## src/sv/drive_command_frame_refresher_unit_assert.svh

```systemverilog
`ifndef DRIVE_COMMAND_FRAME_REFRESHER_UNIT_ASSERT_SVH
`define DRIVE_COMMAND_FRAME_REFRESHER_UNIT_ASSERT_SVH

// Same-cycle implication, checked at every clock edge outside reset.
`define DCFR_ASSERT_NOW(label, ante, cons, msg) \
    label: assert property (@(posedge clk) disable iff (!rst_n) (ante) |-> (cons)) \
        else $error(msg);

// Next-cycle implication.
`define DCFR_ASSERT_NEXT(label, ante, cons, msg) \
    label: assert property (@(posedge clk) disable iff (!rst_n) (ante) |=> (cons)) \
        else $error(msg);

`endif

```

## src/sv/dcfr_pkg.sv

```systemverilog
package dcfr_pkg;

    // Item kinds
    localparam logic [1:0] FUNC_DIFF = 2'd0;
    localparam logic [1:0] FUNC_DIR  = 2'd1;
    localparam logic [1:0] FUNC_TICK = 2'd2;

    // Direction codes
    localparam logic [2:0] DIR_STOP     = 3'd0;
    localparam logic [2:0] DIR_FORWARD  = 3'd1;
    localparam logic [2:0] DIR_BACKWARD = 3'd2;
    localparam logic [2:0] DIR_LEFT     = 3'd3;
    localparam logic [2:0] DIR_RIGHT    = 3'd4;

    // Configuration register indexes
    localparam logic [1:0] CFG_STOP_RESEND = 2'd0;
    localparam logic [1:0] CFG_PIVOT_SPEED = 2'd1;
    localparam logic [1:0] CFG_STEER_GAIN  = 2'd2;

    localparam logic [3:0] STOP_RESEND_RST = 4'd4;
    localparam logic [6:0] PIVOT_SPEED_RST = 7'd40;
    localparam logic [2:0] STEER_GAIN_RST  = 3'd3;

    localparam logic [7:0] FRAME_HEAD = 8'hAA;
    localparam logic [7:0] FRAME_TAIL = 8'hBB;

    localparam logic signed [12:0] CLAMP_MAX = 13'sd100;
    localparam logic signed [7:0]  TURN_STEER = 8'sd100;

    typedef struct packed {
        logic signed [7:0] motor;
        logic signed [7:0] steer;
    } target_t;

    typedef enum logic [2:0] {
        POS_HEAD,
        POS_MOTOR,
        POS_STEER_A,
        POS_STEER_B,
        POS_TAIL
    } pos_t;

    function automatic logic signed [7:0] clamp100(input logic signed [12:0] v);
        logic signed [7:0] r;
        if (v > CLAMP_MAX) begin
            r = 8'(CLAMP_MAX);
        end else if (v < -CLAMP_MAX) begin
            r = 8'(-CLAMP_MAX);
        end else begin
            r = v[7:0];
        end
        return r;
    endfunction

endpackage

```

## src/sv/dcfr_ifs.sv

```systemverilog
interface dcfr_cmd_if;
    logic              valid;
    logic              ready;
    logic [1:0]        func;
    logic signed [7:0] left;
    logic signed [7:0] right;
    logic [2:0]        dir;
    logic signed [7:0] speed;

    modport source (output valid, output func, output left, output right,
                    output dir, output speed, input ready);
    modport sink   (input valid, input func, input left, input right,
                    input dir, input speed, output ready);
endinterface

interface dcfr_byte_if;
    logic       valid;
    logic       ready;
    logic [7:0] tx_byte;
    logic       frame_end;

    modport source (output valid, output tx_byte, output frame_end, input ready);
    modport sink   (input valid, input tx_byte, input frame_end, output ready);
endinterface

```

## src/sv/dcfr_mixer.sv

```systemverilog
module dcfr_mixer (
    input  logic [1:0]        func,
    input  logic signed [7:0] left,
    input  logic signed [7:0] right,
    input  logic [2:0]        dir,
    input  logic signed [7:0] speed,
    input  logic [6:0]        pivot_speed,
    input  logic [2:0]        steer_gain,
    output dcfr_pkg::target_t target
);
    import dcfr_pkg::*;

    logic signed [8:0]  sum;
    logic signed [8:0]  half;
    logic signed [8:0]  diff;
    logic signed [12:0] diff_steer;
    logic signed [9:0]  diff_motor;
    logic signed [7:0]  speed_neg;
    logic signed [9:0]  dir_motor;
    logic signed [12:0] dir_steer;
    logic signed [9:0]  motor;
    logic signed [12:0] steer;
    logic signed [12:0] motor_neg;

    // Differential mix: average truncated toward zero, gain on the difference
    always_comb
    begin
        sum        = 9'(left) + 9'(right);
        half       = (sum + $signed({8'd0, sum[8]})) >>> 1;
        diff       = 9'(right) - 9'(left);
        diff_steer = 13'(diff) * $signed({10'd0, steer_gain});
        if (half == 9'sd0 && diff_steer != 13'sd0) begin
            diff_motor = $signed({3'd0, pivot_speed});
        end else begin
            diff_motor = 10'(half);
        end
    end

    // Direction command; reverse wraps in 8 bits
    always_comb
    begin
        speed_neg = -speed;
        dir_motor = 10'sd0;
        dir_steer = 13'sd0;
        case (dir)
            DIR_FORWARD:  dir_motor = 10'(speed);
            DIR_BACKWARD: dir_motor = 10'(speed_neg);
            DIR_LEFT:
            begin
                dir_motor = 10'(speed);
                dir_steer = 13'(TURN_STEER);
            end
            DIR_RIGHT:
            begin
                dir_motor = 10'(speed);
                dir_steer = -13'(TURN_STEER);
            end
            default:
            begin
                dir_motor = 10'sd0;
                dir_steer = 13'sd0;
            end
        endcase
    end

    always_comb
    begin
        if (func == FUNC_DIFF) begin
            motor = diff_motor;
            steer = diff_steer;
        end else begin
            motor = dir_motor;
            steer = dir_steer;
        end
        motor_neg    = -13'(motor);
        target.motor = clamp100(motor_neg);
        target.steer = clamp100(steer);
    end

endmodule

```

## src/sv/dcfr_framer.sv

```systemverilog
module dcfr_framer (
    input  logic               clk,
    input  logic               rst_n,
    input  logic               launch_valid,
    output logic               launch_ready,
    input  dcfr_pkg::target_t  launch_target,
    dcfr_byte_if.source        tx
);
    import dcfr_pkg::*;

    logic    busy_reg;
    logic    busy_next;
    pos_t    pos_reg;
    pos_t    pos_next;
    target_t frame_reg;
    logic    xfer;
    logic    load;

    assign xfer         = tx.valid && tx.ready;
    assign launch_ready = !busy_reg || (xfer && pos_reg == POS_TAIL);
    assign load         = launch_valid && launch_ready;

    // Next state: advance one byte per transfer, reload after the trailer
    always_comb
    begin
        busy_next = busy_reg;
        pos_next  = pos_reg;
        if (load) begin
            busy_next = 1'b1;
            pos_next  = POS_HEAD;
        end else if (xfer) begin
            case (pos_reg)
                POS_HEAD:    pos_next = POS_MOTOR;
                POS_MOTOR:   pos_next = POS_STEER_A;
                POS_STEER_A: pos_next = POS_STEER_B;
                POS_STEER_B: pos_next = POS_TAIL;
                POS_TAIL:    busy_next = 1'b0;
                default:     busy_next = 1'b0;
            endcase
        end
    end

    // Outputs
    always_comb
    begin
        tx.valid     = busy_reg;
        tx.frame_end = 1'b0;
        case (pos_reg)
            POS_HEAD:    tx.tx_byte = FRAME_HEAD;
            POS_MOTOR:   tx.tx_byte = frame_reg.motor;
            POS_STEER_A: tx.tx_byte = frame_reg.steer;
            POS_STEER_B: tx.tx_byte = frame_reg.steer;
            POS_TAIL:
            begin
                tx.tx_byte   = FRAME_TAIL;
                tx.frame_end = 1'b1;
            end
            default:     tx.tx_byte = FRAME_TAIL;
        endcase
    end

    always_ff @(posedge clk or negedge rst_n)
    begin
        if (!rst_n) begin
            busy_reg <= 1'b0;
            pos_reg  <= POS_HEAD;
        end else begin
            busy_reg <= busy_next;
            pos_reg  <= pos_next;
        end
    end

    always_ff @(posedge clk)
    begin
        if (load) begin
            frame_reg <= launch_target;
        end
    end

endmodule

```

## src/sv/drive_command_frame_refresher_unit.sv

```systemverilog
// Channel | Dir | Payload                          | Transfer
// --------+-----+----------------------------------+------------------------
// cmd     | in  | func, left, right, dir, speed    | valid & ready at clk rise
// tx      | out | tx_byte, frame_end               | valid & ready at clk rise
// cfg     | in  | cfg_index, cfg_data              | cfg_we at clk rise
//
// An item that sends a frame occupies the framer for its five bytes, one byte per
// transfer; that serializer sets the sustained rate. An item that sends
// nothing passes the input register without waiting for the framer. The
// first frame byte shows once the framer loads the item from the input register;
// the next item is taken while the trailer of the previous frame is transferred.
// Reset clears the target, the stop resend count and all valid flags, and
// loads the configuration registers with their defaults. A stall on tx holds
// the current byte and backs up into cmd through the input register.
module drive_command_frame_refresher_unit (
    input  logic       clk,
    input  logic       rst_n,
    input  logic       cfg_we,
    input  logic [1:0] cfg_index,
    input  logic [6:0] cfg_data,
    dcfr_cmd_if.sink   cmd,
    dcfr_byte_if.source tx
);
    import dcfr_pkg::*;

    // Configuration registers
    logic [3:0] stop_resend_reg;
    logic [6:0] pivot_speed_reg;
    logic [2:0] steer_gain_reg;

    // Input register
    logic              in_valid_reg;
    logic [1:0]        func_reg;
    logic signed [7:0] left_reg;
    logic signed [7:0] right_reg;
    logic [2:0]        dir_reg;
    logic signed [7:0] speed_reg;

    // Drive target and stop resend state
    target_t    target_reg;
    target_t    target_next;
    logic [3:0] sends_left_reg;
    logic [3:0] sends_left_next;

    target_t    mixed;
    logic       is_cmd;
    logic       is_tick;
    logic       moving;
    logic [3:0] count_base;
    logic       send;
    logic       launch_ready;
    logic       advance;

    always_ff @(posedge clk or negedge rst_n)
    begin
        if (!rst_n) begin
            stop_resend_reg <= STOP_RESEND_RST;
            pivot_speed_reg <= PIVOT_SPEED_RST;
            steer_gain_reg  <= STEER_GAIN_RST;
        end else if (cfg_we) begin
            case (cfg_index)
                CFG_STOP_RESEND: stop_resend_reg <= cfg_data[3:0];
                CFG_PIVOT_SPEED: pivot_speed_reg <= cfg_data;
                CFG_STEER_GAIN:  steer_gain_reg  <= cfg_data[2:0];
                default:         ;
            endcase
        end
    end

    // Take a new item when empty or when the held one moves on this cycle
    assign cmd.ready = !in_valid_reg || advance;

    always_ff @(posedge clk or negedge rst_n)
    begin
        if (!rst_n) begin
            in_valid_reg <= 1'b0;
        end else if (cmd.ready) begin
            in_valid_reg <= cmd.valid;
        end
    end

    always_ff @(posedge clk)
    begin
        if (cmd.valid && cmd.ready) begin
            func_reg  <= cmd.func;
            left_reg  <= cmd.left;
            right_reg <= cmd.right;
            dir_reg   <= cmd.dir;
            speed_reg <= cmd.speed;
        end
    end

    dcfr_mixer u_mixer (
        .func        (func_reg),
        .left        (left_reg),
        .right       (right_reg),
        .dir         (dir_reg),
        .speed       (speed_reg),
        .pivot_speed (pivot_speed_reg),
        .steer_gain  (steer_gain_reg),
        .target      (mixed)
    );

    // A command replaces the target and rearms or clears the resend count;
    // a tick keeps the target. A stop target spends one resend per send
    // decision. The unused item kind changes nothing and sends nothing.
    always_comb
    begin
        is_cmd  = (func_reg == FUNC_DIFF) || (func_reg == FUNC_DIR);
        is_tick = (func_reg == FUNC_TICK);
        target_next = is_cmd ? mixed : target_reg;
        moving = (target_next.motor != 8'sd0) || (target_next.steer != 8'sd0);
        if (is_cmd) begin
            count_base = moving ? 4'd0 : stop_resend_reg;
        end else begin
            count_base = sends_left_reg;
        end
        send = is_cmd || (is_tick && (moving || count_base != 4'd0));
        if (!is_cmd && !is_tick) begin
            sends_left_next = sends_left_reg;
        end else if (!moving && count_base != 4'd0) begin
            sends_left_next = count_base - 4'd1;
        end else begin
            sends_left_next = count_base;
        end
    end

    // Hold the item until the framer has room for its frame
    assign advance = in_valid_reg && (!send || launch_ready);

    always_ff @(posedge clk or negedge rst_n)
    begin
        if (!rst_n) begin
            target_reg     <= '0;
            sends_left_reg <= 4'd0;
        end else if (advance) begin
            target_reg     <= target_next;
            sends_left_reg <= sends_left_next;
        end
    end

    dcfr_framer u_framer (
        .clk           (clk),
        .rst_n         (rst_n),
        .launch_valid  (in_valid_reg && send),
        .launch_ready  (launch_ready),
        .launch_target (target_next),
        .tx            (tx)
    );

`include "drive_command_frame_refresher_unit_assert.svh"

    `DCFR_ASSERT_NOW(a_target_range,
        1'b1,
        target_reg.motor <= 8'sd100 && target_reg.motor >= -8'sd100 &&
        target_reg.steer <= 8'sd100 && target_reg.steer >= -8'sd100,
        "stored target outside clamp range")

    `DCFR_ASSERT_NOW(a_moving_no_resend,
        target_reg.motor != 8'sd0 || target_reg.steer != 8'sd0,
        sends_left_reg == 4'd0,
        "resend count armed while target is moving")

    `DCFR_ASSERT_NEXT(a_frame_unbroken,
        tx.valid && tx.ready && !tx.frame_end,
        tx.valid,
        "frame interrupted before its trailer")

    `DCFR_ASSERT_NEXT(a_send_starts_frame,
        in_valid_reg && send && launch_ready,
        tx.valid && tx.tx_byte == FRAME_HEAD,
        "launched frame did not open with its header")

endmodule

```

## src/flat_wrapper.sv

```systemverilog
// flat-port wrapper written by rule: the top's interface ports become plain ports
module drive_command_frame_refresher_unit_flat import dcfr_pkg::*;
  (clk, rst_n, cfg_we, cfg_index, cfg_data, cmd_valid, cmd_func, cmd_left, cmd_right, cmd_dir, cmd_speed, cmd_ready, tx_valid, tx_tx_byte, tx_frame_end, tx_ready);
  dcfr_cmd_if cmd_i ();
  dcfr_byte_if tx_i ();
  input  logic clk;
  input  logic rst_n;
  input  logic cfg_we;
  input  logic [1:0] cfg_index;
  input  logic [6:0] cfg_data;
  input wire logic [$bits(cmd_i.valid)-1:0] cmd_valid;
  input wire logic [$bits(cmd_i.func)-1:0] cmd_func;
  input wire logic [$bits(cmd_i.left)-1:0] cmd_left;
  input wire logic [$bits(cmd_i.right)-1:0] cmd_right;
  input wire logic [$bits(cmd_i.dir)-1:0] cmd_dir;
  input wire logic [$bits(cmd_i.speed)-1:0] cmd_speed;
  output wire logic [$bits(cmd_i.ready)-1:0] cmd_ready;
  output wire logic [$bits(tx_i.valid)-1:0] tx_valid;
  output wire logic [$bits(tx_i.tx_byte)-1:0] tx_tx_byte;
  output wire logic [$bits(tx_i.frame_end)-1:0] tx_frame_end;
  input wire logic [$bits(tx_i.ready)-1:0] tx_ready;
  assign cmd_i.valid = cmd_valid;
  assign cmd_i.func = cmd_func;
  assign cmd_i.left = cmd_left;
  assign cmd_i.right = cmd_right;
  assign cmd_i.dir = cmd_dir;
  assign cmd_i.speed = cmd_speed;
  assign cmd_ready = cmd_i.ready;
  assign tx_valid = tx_i.valid;
  assign tx_tx_byte = tx_i.tx_byte;
  assign tx_frame_end = tx_i.frame_end;
  assign tx_i.ready = tx_ready;
  drive_command_frame_refresher_unit u_core (.clk(clk), .rst_n(rst_n), .cfg_we(cfg_we), .cfg_index(cfg_index), .cfg_data(cfg_data), .cmd(cmd_i), .tx(tx_i));
endmodule
```

## config.mk

```make
export PLATFORM = sky130hd
export DESIGN_NAME = drive_command_frame_refresher_unit_flat
export DESIGN_NICKNAME = d
export VERILOG_FILES = /design/src/sv/dcfr_pkg.sv /design/src/sv/dcfr_ifs.sv /design/src/sv/dcfr_mixer.sv /design/src/sv/dcfr_framer.sv /design/src/sv/drive_command_frame_refresher_unit.sv /design/src/flat_wrapper.sv
export VERILOG_INCLUDE_DIRS = /design/src /design/src/sv
export SDC_FILE = /design/constraint.sdc
export NUM_CORES = 1
export LEC_CHECK = 0
export ABC_AREA = 1
export ABC_CLOCK_PERIOD_IN_PS = 10620
export BUFFER_PORTS_ARGS = -buffer_cell sky130_fd_sc_hd__buf_2
export CORE_MARGIN = 4
export CORE_UTILIZATION = 30
export CTS_CLUSTER_SIZE = 10
export DETAILED_ROUTE_END_ITERATION = 8
export GPL_TIMING_DRIVEN = 0
export SYNTH_ARGS = -nofsm -noshare
export SYNTH_HDL_FRONTEND = slang
export SYNTH_HIERARCHICAL = 1
export SYNTH_SLANG_ARGS = --single-unit
export TNS_END_PERCENT = 30
```

## constraint.sdc

```tcl
create_clock -name clk -period 10.62 [get_ports clk]
set_clock_uncertainty 0.15 [all_clocks]
set_input_delay 1.593 -clock clk [delete_from_list [all_inputs] [get_ports clk]]
set_output_delay 1.593 -clock clk [all_outputs]
set_load 0.02 [all_outputs]
```

==> key figures, run 1 <==
Layout
  – Fraction of layout cells with a size suffix above 1: 0.177
  – Post-route non-filler standard cell count: between 1,000 and 1,500
  – Final Cell Area: 7720 µm²
  – Final core occ: 0.352
  – N_diodes: 0
  – Nets: about 1,100
  – Area delta synth->final: 14.9%

Status
  – Outcome: completed

Placement
  – Post-Place Setup Slack: 0.711 ns
  – Buffers on Ports: 53
  – # placed instances: 1,235
  – DP HPWL: 11,800 µm
  – Final GP Congestion: 0.843
  – Area after DPL: 7340 µm²

Setup path
  – Slowest CP cell: fa_1
  – Setup crit end kind: output pin
  – Worst R2R Setup Slack: 1.73 ns
  – WP data arrival: about 8 ns
  – Worst setup SP type: flip-flop
  – Setup crit end: cmd_ready
  – Most frequent CP cell: nand2_1
  – Buf+Inv Stages, Crit Path: 6
  – Critical path class: reg2out
  – RR Endpoint: u_core/speed_reg[7]
  – Crit path required time: a little under 9 ns
  – Critical path peak fanout: 6
  – Worst r2r src: u_core/left_reg[0]
  – Worst setup path start: u_core/left_reg[0]
  – CP delay by family, top: simple AND/OR/NAND/NOR gates
  – Crit-path max cell delay: 0.47 ns
  – Levels on crit path: between 40 and 50
  – Reg2Reg Depth: between 40 and 50

STA
  – Hold WS: 0.334 ns
  – Final Hold Vio Count: 0
  – Minimum clock period: between 9 and 10 ns
  – Setup WS post-layout: 0.846 ns
  – Final setup viols: 0
  – Fin. max-slew vios: 0
  – Setup TNS Final: 0 ns
  – Fmax: just over 100 MHz
  – Least-Margin Pin Slew: approximately 1.1 ns
  – Period utilisation layout: 0.920
  – Worst slew margin: 0.243

Clock network
  – Clock slew at reported path FFs: about 0.070 ns
  – Skew-Pair Late Insertion Delay: 0.35 ns
  – H-Tree Level Count: 3
  – CTS root buf: clkbuf_16
  – Total CTS buffers: 9
  – Clock Sinks: 84
  – CTS Buffer Depth: 2
  – TritonCTS clock tree: yes

Global route
  – Largest net degree at the start of global routing: 40
  – Overall routing resource usage: 0.125
  – Initial antenna violation count: 0
  – Grt ovf: 0
  – First-pass GRT wire length: about 26,000 µm
  – Vias in the first global route: 5,468

Die
  – DIE AREA: around 25,000 µm²
  – I/O pin count: 54
  – Core footprint: roughly 22,000 µm²
  – Rows: between 50 and 60
  – Die Ht: 158 µm
  – Initial core utilization: 0.306
  – Die Width: approximately 160 µm

Yosys
  – Commonest cells in the netlist: nand2_1 (286), inv_1 (121), nor2_1 (80)
  – Synth cell types: slightly above 50
  – Share of the synthesized area in the top cell type: 0.201
  – YS warnings: 6
  – Top-count cell post-synth: nand2_1
  – Asr flop ratio synth: 0.464
  – Synth area leader: edfxtp_1
  – EDFF count, synth: 45
  – Area contributors post-synth: edfxtp_1 (20%), nand2_1 (16%), dfrtp_1 (13%)
  – Sequential area share after synthesis: 0.347
  – Seq cells post-synth: 84
  – Synthesized area per cell: around 7.5 µm²
  – Top_reg_cell synth: edfxtp_1
  – Post-Syn Area: approximately 6700 µm²
  – Mapped Nets: around 1,000
  – Cells after Synth: ~900

Routing
  – WL met3: 384 µm
  – Routed length on met2: between 6000 and 7000 µm
  – DRC viols: 0
  – Top sig layer: met4
  – Wl on met1: between 7000 and 8000 µm
  – Detail Route Antenna Nets: 0
  – Routed WL per cell: 11.8 µm
  – Total number of vias: between 5,000 and 6,000
  – Iter 0 DRT Violations: around 340
  – Via-to-Cell Ratio: 4.52
  – Drt total wl: 14,800 µm
  – Drt pass-1 iters: 6

Worst hold path
  – Hold Path Class: reg2reg

Pwr
  – PwrDens: roughly 260 nW/µm²
  – Total Power: approximately 2 mW
  – Lkg Pwr: about 3.9 nW
  – VDD IR-drop max: between 0.0001 and 0.00015 V

Run
  – Maxcap violations: 0
timing repair:
action	CTS	global route
endpoints found under the setup margin	0	1
resized for setup	0	13
buffers inserted	0	2
hold buffers	0	0
endpoints found under the hold margin	0	0
worst min path at each step:
stage / to / startpoint / cells past startpoint
2_1_floorplan: u_core/sends_left_reg[0] / u_core/sends_left_reg[0] / 2
3_3_place_gp: u_core/target_reg[13] / u_core/target_reg[13] / 2
3_5_place_dp: u_core/target_reg[13] / u_core/target_reg[13] / 2
4_1_cts: u_core/target_reg[15] / u_core/target_reg[15] / 2
5_1_grt: u_core/sends_left_reg[0] / u_core/sends_left_reg[0] / 2
6_report: u_core/sends_left_reg[1] / u_core/sends_left_reg[1] / 2
report_power, final:
part	leakage [nW]	switching, mW	internal [mW]
registers	0.916	0.0487	0.451
clock network	0.149	0.149	0.167
logic	2.83	0.784	0.397
cell families (layout without fill, tap and decap cells):
kind of cell	Yosys count	in the layout	share of synthesized area
multiplexers	3	3	0.00502
AND/OR/NAND/NOR	511	511	0.350
flip-flops	84	84	0.347
adder cells (fa/ha/maj)	55	55	0.115
AO/OA/AOI/OAI	89	89	0.0789
buffers and inverters	146	217	0.0865
XOR/XNOR	14	14	0.0182
worst min-delay path, cell delays in order (launching register included):
cell and delay, ns:
dfrtp_1 0.34, nand2_1 0.05, nand2_1 0.06
cell usage in the layout (no fill, tap or decap), types with 4 or more instances in the layout:
cell type,count
edfxtp_1,45
nand2_2,21
clkbuf_16,9
nor2_1,80
fa_1,11
nand2_4,6
inv_1,121
dfrtp_1,34
a21oi_1,20
buf_4,4
or2_2,5
nand2_1,286
nand3_1,54
o21ai_0,36
nor2_2,8
xor2_1,10
nand4_1,12
inv_2,12
nand3b_1,6
o21ai_1,4
nand3_2,10
ha_1,44
nor3_1,10
a22oi_1,4
buf_2,55
dfstp_2,5
final cells by class:
type / instances / area [µm²]
well taps: 280 / 350
fillers: 2311 / 14200
plain buffers: 10 / 70.1
clock buffers: 9 / 225
clock inverters: 7 / 76.3
repair buffers: 55 / 280
inverters: 136 / 512
flip-flops and latches: 84 / 2330
multi-input cells: 672 / 3880
routing by layer:
layer	vias to the layer above	GRT usage
met4	0	0.0385
met2	76	0.206
li1	3021	-
met3	15	0.0197
met5	-	0
met1	2553	0.168
Note: power is estimated with default switching activity, not from simulation.
==> inputs of run 2 (changes only) <==
Settings changed: RECOVER_POWER set to 50, REMOVE_ABC_BUFFERS set to 1.
==> run 2 against run 1 <==
The run now ends with max-capacitance violations, max-slew violations left; fmax fell by 0.56%; worst setup slack got worse by 0.055 ns; flip-flop and latch count is the same; total power decreased by 0.57%; clock-buffer cell count unchanged; sequential share of layout area is 0.35 points higher; largest cell class unchanged; largest power group unchanged.
==> key figures, run 2 (same netlist as run 1, synthesis figures left out) <==
Status
  – Outcome: complete, but fails checks
  – Failing checks: max-capacitance violations, max-slew violations

Placement
  – Final GP Congestion: 0.824 (-2.3%)
  – Buffers on Ports: 53 (unchanged)
  – DP HPWL: 11,600 µm (-2.1%)
  – Area after DPL: 7270 µm² (-0.95%)

Layout
  – Fillers: 2,294 (-0.74%)
  – Fraction of layout cells with a size suffix above 1: 0.160 (-0.0169)
  – Final Cell Area: 7640 µm² (-1.1%)
  – Commonest non-fill, non-tap cells in the layout: nand2_1 (286), inv_1 (122), nor2_1 (80), nand3_1 (54)
  – Area delta synth->final: 13.6%
  – Nets: 1,056 (-0.94%)
  – N_diodes: 0 (unchanged)
  – Commonest non-fill, non-tap cell in the layout: nand2_1
  – Final core occ: 0.348 (-0.00399)

Clock network
  – CTS root buf: clkbuf_16
  – TritonCTS clock tree: yes
  – Skew-Pair Late Insertion Delay: 0.35 ns (about the same)
  – Clock Sinks: 84 (unchanged)
  – Total CTS buffers: 9 (unchanged)
  – Clock slew at reported path FFs: 0.07 ns (about the same)
  – CTS Buffer Depth: 2 (unchanged)
  – H-Tree Level Count: 3 (unchanged)

Routing
  – Routed WL per cell: 11.7 µm (-1.5%)
  – Drt total wl: 14,500 µm (-2.3%)
  – Detail Route Antenna Nets: 0 (unchanged)
  – Via-to-Cell Ratio: 4.51 (-0.28%)
  – Total number of vias: 5,604 (-1.1%)
  – Drt pass-1 iters: 5 (-1)
  – DRC viols: 0 (unchanged)
  – Iter 0 DRT Violations: 269 (-20%)

Global route
  – Initial antenna violation count: 0 (unchanged)
  – Grt ovf: 0 (unchanged)
  – Largest net degree at the start of global routing: 40 (unchanged)
  – Vias in the first global route: 5,250 (-4.0%)
  – First-pass GRT wire length: 24,600 µm (-3.8%)
  – Overall routing resource usage: 0.120 (-0.00454)

Setup path
  – Critical path peak fanout: 7 (+1)
  – Setup crit end: cmd_ready
  – Worst R2R Setup Slack: 1.72 ns (about the same)
  – Crit-path max cell delay: 0.53 ns (+0.06 ns)
  – Slowest CP cell: fa_1
  – Worst setup SP type: flip-flop
  – Crit path required time: 8.88 ns (about the same)
  – Levels on crit path: 50 (+8.7%)
  – Critical path class: reg2out
  – CP delay by family, top: simple AND/OR/NAND/NOR gates
  – Worst setup path start: u_core/left_reg[0]
  – RR Endpoint: u_core/right_reg[4]
  – Setup crit end kind: output pin
  – Worst r2r src: u_core/left_reg[0]
  – Reg2Reg Depth: 50 (+6.4%)
  – Most frequent CP cell: nand2_1
  – Buf+Inv Stages, Crit Path: 5 (-1)
  – WP data arrival: 8.09 ns (+0.06 ns)

STA
  – Fin. max-slew vios: 40 (+40)
  – Worst slew margin: -0.423 (-0.666)
  – Fmax: 102 MHz (-0.56%)
  – Setup TNS Final: 0 ns (unchanged)
  – Final setup viols: 0 (unchanged)
  – Period utilisation layout: 0.926 (+0.00522)
  – Minimum clock period: 9.83 ns (+0.0554 ns)
  – Final Hold Vio Count: 0 (unchanged)
  – Least-Margin Pin Slew: 2.13 ns (+1.00 ns)

Die
  – Die Ht: 158 µm (unchanged)
  – Rows: 54 (unchanged)
  – Core footprint: 22,000 µm² (unchanged)
  – I/O pin count: 54 (unchanged)
  – Initial core utilization: 0.306 (unchanged)
  – DIE AREA: 24,900 µm² (unchanged)
  – Die Width: 158 µm (unchanged)

Pwr
  – Total Power: 1.99 mW (-0.57%)
  – Lkg Pwr: 3.84 nW (-1.6%)
  – PwrDens: 260 nW/µm² (+0.57%)
  – VDD IR-drop max: 0.000105 V (+0.29%)

Run
  – Maxcap violations: 1 (+1)

Worst hold path
  – Hold Path Class: reg2reg
-- run 2: changes by cell type in the layout (fill, tap and decap cells not counted), moves of 2 or more --
cell      before  now
buf_6          3    1
clkbuf_1       3    8
buf_4          4    1
buf_2         55   45
clkinv_4       2    0
-- run 2: worst min-delay path by stage --
stage / from / end / cells past startpoint
floorplan: u_core/sends_left_reg[0] / u_core/sends_left_reg[0] / 2
global placement: u_core/target_reg[15] / u_core/target_reg[15] / 2
detailed placement: u_core/target_reg[7] / u_core/target_reg[7] / 2
CTS: u_core/target_reg[7] / u_core/target_reg[7] / 2
global route: u_core/sends_left_reg[0] / u_core/sends_left_reg[0] / 2
finish: u_core/sends_left_reg[3] / u_core/sends_left_reg[3] / 2
-- run 2: per-stage QoR --
step                hold slack, ns  worst slack [ns]  std cells
floorplan                    0.299              2.03        892
global placement             0.313             0.791       1225
detailed placement           0.316             0.694       1225
CTS                          0.334             0.303       1241
global route                 0.345          -0.00139       1243
finish                       0.329             0.790       1243
-- run 2: repair_timing --
action | 4_1_cts | 5_1_grt
hold buffers | 0 | 0
setup endpoints to repair | 0 | 1
setup buffers | 0 | 1
hold endpoints to repair | 0 | 0
gates resized for setup | 0 | 9
-- run 2: cell type report --
cell class	count	area (µm²)	area share
Clock inverter	7	88.8	0.0116
Inverter	136	512	0.0670
Multi-Input combinational cell	672	3850	0.505
Tap cell	280	350	0.0459
Sequential cell	84	2330	0.306
Clock buffer	9	225	0.0295
Timing Repair Buffer	55	274	0.0359
-- run 2: power breakdown --
| group | switching [mW] | internal, mW |
|---|---|---|
| combinational | 0.764 | 0.382 |
| sequential | 0.0537 | 0.451 |
| clock | 0.145 | 0.189 |
| total | 0.963 | 1.02 |
-- run 2: worst reg2reg max path, delay by kind of cell (launching register included) --
kind                     cells  cell delay (ns)
AO/OA/AOI/OAI                7             1.24
adder cells (fa/ha/maj)      7             2.24
XOR/XNOR                     1             0.26
AND/OR/NAND/NOR             29             2.94
buffers and inverters        6             1.24
flip-flops                   1             0.40
-- run 2: per-layer routing --
layer  track usage  vias up  share of wire
met1         0.161     2530           0.49
met2         0.199       68           0.47
met5             0        -              0
met4        0.0361        0          0.011
met3        0.0200        8          0.026
li1              -     2998              -
==> inputs of run 3 (changes only) <==
Settings changed: RECOVER_POWER 50 to 100.
==> run 3 against run 2 <==
The flow still finishes with violations (max-capacitance violations, max-slew violations); cell count unchanged; clock-buffer cell count did not move; total power is 0.18% lower; worst setup slack better by 0.021 ns; wire length increased by 0.29%; global-route usage did not move; via count up 0.43%; clock power barely moved; critical path type unchanged; critical endpoint unchanged.
==> key figures, run 3 (same netlist as run 1, synthesis figures left out) <==
Routing
  – DRC viols: 0 (unchanged)
  – Drt total wl: 14,500 µm (+0.29%)
  – Drt pass-1 iters: 7 (+2)
  – Detail Route Antenna Nets: 0 (unchanged)
  – Routed WL per cell: 11.7 µm (+0.29%)
  – Iter 0 DRT Violations: 260 (-3.3%)
  – Total number of vias: 5,628 (+0.43%)
  – Via-to-Cell Ratio: 4.53 (+0.43%)

Layout
  – FF+latch area: 2330 µm² (unchanged)
  – N_diodes: 0 (unchanged)
  – Nets: 1,056 (unchanged)
  – Area delta synth->final: 13.4%
  – Fillers: 2,298 (+0.17%)
  – Post-route non-filler standard cell count: 1,243 (unchanged)
  – Commonest non-fill, non-tap cell in the layout: nand2_1
  – Commonest non-fill, non-tap cells in the layout: nand2_1 (287), inv_1 (123), nor2_1 (80), nand3_1 (55), edfxtp_1 (45)
  – Fraction of layout cells with a size suffix above 1: 0.154 (-0.00623)
  – Area occupied by multi-input gates: 3850 µm² (-0.19%)

Pwr
  – PwrDens: 260 nW/µm² (about the same)
  – Logic gate share of total power: 0.577 (about the same)
  – Switching Share: 0.486 (+0.000783)
  – Sequential power share: 0.255 (about the same)
  – Clock share of power: 0.169 (about the same)
  – VDD IR-drop max: 0.000105 V (about the same)
  – Lkg Pwr: 3.83 nW (-0.28%)
  – Total net switching power: 0.963 mW (about the same)
  – Pint: 1.02 mW (-0.33%)

Setup path
  – CP delay by family, top: simple AND/OR/NAND/NOR gates
  – Critical path peak fanout: 7 (unchanged)
  – RR Endpoint: u_core/right_reg[4]
  – Reg2Reg Depth: 50 (unchanged)
  – Most frequent CP cell: nand2_1
  – Worst R2R Setup Slack: 1.73 ns (about the same)
  – Crit path required time: 8.88 ns (about the same)
  – Setup crit end kind: output pin
  – Buf+Inv Stages, Crit Path: 5 (unchanged)
  – Worst r2r src: u_core/left_reg[0]
  – Crit-path max cell delay: 0.53 ns (about the same)
  – Critical path class: reg2out
  – Slowest CP cell: fa_1
  – Worst setup SP type: flip-flop
  – WP data arrival: 8.07 ns (-0.02 ns)

Worst hold path
  – Hold path cells: 2 (unchanged)
  – Hold Path Class: reg2reg
  – Worst Hold End: u_core/sends_left_reg[3]
  – Worst hold start: u_core/sends_left_reg[3]

Die
  – Die Width: 158 µm (unchanged)
  – Die Ht: 158 µm (unchanged)
  – Initial core utilization: 0.306 (unchanged)
  – Rows: 54 (unchanged)
  – I/O pin count: 54 (unchanged)
  – Core footprint: 22,000 µm² (unchanged)
  – DIE AREA: 24,900 µm² (unchanged)

STA
  – Period utilisation layout: 0.924 (-0.00197)
  – Least-Margin Pin Slew: 2.13 ns (-0.00729 ns)
  – Minimum clock period: 9.81 ns (-0.0209 ns)
  – Fin. max-slew vios: 40 (unchanged)
  – Final setup viols: 0 (unchanged)
  – Fmax: 102 MHz (+0.21%)
  – Setup repair after global routing missed its margin: no
  – Worst slew margin: -0.418 (+0.00486)
  – Final Hold Vio Count: 0 (unchanged)
  – Setup TNS Final: 0 ns (unchanged)

Clock network
  – Total CTS buffers: 9 (unchanged)
  – Clock slew at reported path FFs: 0.07 ns (about the same)
  – TritonCTS clock tree: yes
  – Clock Sinks: 84 (unchanged)
  – CTS Buffer Depth: 2 (unchanged)
  – Skew-Pair Late Insertion Delay: 0.35 ns (about the same)
  – CTS Hold Buffers Added: 0 (unchanged)
  – CTS root buf: clkbuf_16
  – H-Tree Level Count: 3 (unchanged)

Global route
  – Grt ovf: 0 (unchanged)
  – Vias in the first global route: 5,250 (unchanged)
  – Overall routing resource usage: 0.120 (unchanged)
  – First-pass GRT wire length: 24,600 µm (unchanged)
  – Largest net degree at the start of global routing: 40 (unchanged)
  – Initial antenna violation count: 0 (unchanged)

Status
  – Outcome: complete, but fails checks
  – Failing checks: max-capacitance violations, max-slew violations

Placement
  – Buffers on Ports: 53 (unchanged)
  – Final GP Congestion: 0.824 (unchanged)
  – # placed instances: 1,225 (unchanged)
  – DP HPWL: 11,600 µm (unchanged)

Run
  – Maxcap violations: 1 (unchanged)
-- run 3: cell count changes in the layout (fill, tap and decap cells not counted) --
cell and change:
buf_2 -4, clkbuf_2 +1, inv_2 -1, nand2_1 +1
nand2_2 -1, nand3_1 +1, inv_1 +1, nand3_2 -1
clkbuf_1 +3
-- run 3: cell type report --
type / instances / share of cell area
multi-input combinational: 672 / 0.504
clock buffer: 9 / 0.0295
timing repair buffer: 55 / 0.0354
tap: 280 / 0.0459
inverter: 136 / 0.0671
clock inverter: 7 / 0.0116
sequential: 84 / 0.306
-- run 3: stage by stage --
| step | setup slack, ns | power (mW) | util | hold WS (ns) | cell area (µm²) |
|---|---|---|---|---|---|
| global placement | 0.791 | 1.63 | 0.331 | 0.313 | 7270 |
| CTS | 0.303 | 1.99 | 0.345 | 0.334 | 7580 |
| detailed placement | 0.694 | 1.64 | 0.331 | 0.316 | 7270 |
| floorplan | 2.03 | 1.38 | - | 0.299 | 6650 |
| finish | 0.811 | 1.98 | 0.347 | 0.329 | 7630 |
| global route | 0.0387 | 2.18 | 0.347 | 0.345 | 7630 |
-- run 3: power by group through the flow --
stage          logic [mW]  registers, mW  clock network [mW]
2_1_floorplan       0.882          0.497                   0
3_3_place_gp         1.12          0.509                   0
3_5_place_dp         1.13          0.512                   0
4_1_cts              1.14          0.506               0.345
5_1_grt              1.31          0.516               0.358
6_report             1.14          0.505               0.334
-- run 3: worst reg2reg max path, delay by kind of cell, from the launching register on --
| family | cells | cell delay (ns) |
|---|---|---|
| simple gates | 29 | 2.92 |
| fa+ha+maj | 7 | 2.25 |
| buf+inv | 6 | 1.25 |
| compound gates | 7 | 1.24 |
| flops | 1 | 0.40 |
| xor+xnor | 1 | 0.26 |
-- run 3: layer usage --
metal / routed length (µm) / vias to the layer above / track usage
met5: 0 / - / 0
met4: 189 / 0 / 0.0361
met3: 381 / 9 / 0.0200
met2: 6880 / 70 / 0.199
met1: 7090 / 2554 / 0.161
li1: - / 2995 / -
-- run 3: worst max path at each step --
stage	start	end	slack, ns	depth (start not counted)
2_1_floorplan	u_core/left_reg[0]	cmd_ready	2.03	46
3_3_place_gp	u_core/left_reg[0]	cmd_ready	0.79	47
3_5_place_dp	u_core/left_reg[0]	cmd_ready	0.69	47
4_1_cts	u_core/left_reg[0]	cmd_ready	0.30	47
5_1_grt	u_core/left_reg[0]	cmd_ready	0.04	47
6_report	u_core/left_reg[0]	cmd_ready	0.81	50
-- run 3: what timing repair did --
item | in CTS | in global routing
setup buffers | 0 | 1
resized for setup | 0 | 9
endpoints found under the setup margin | 0 | 1
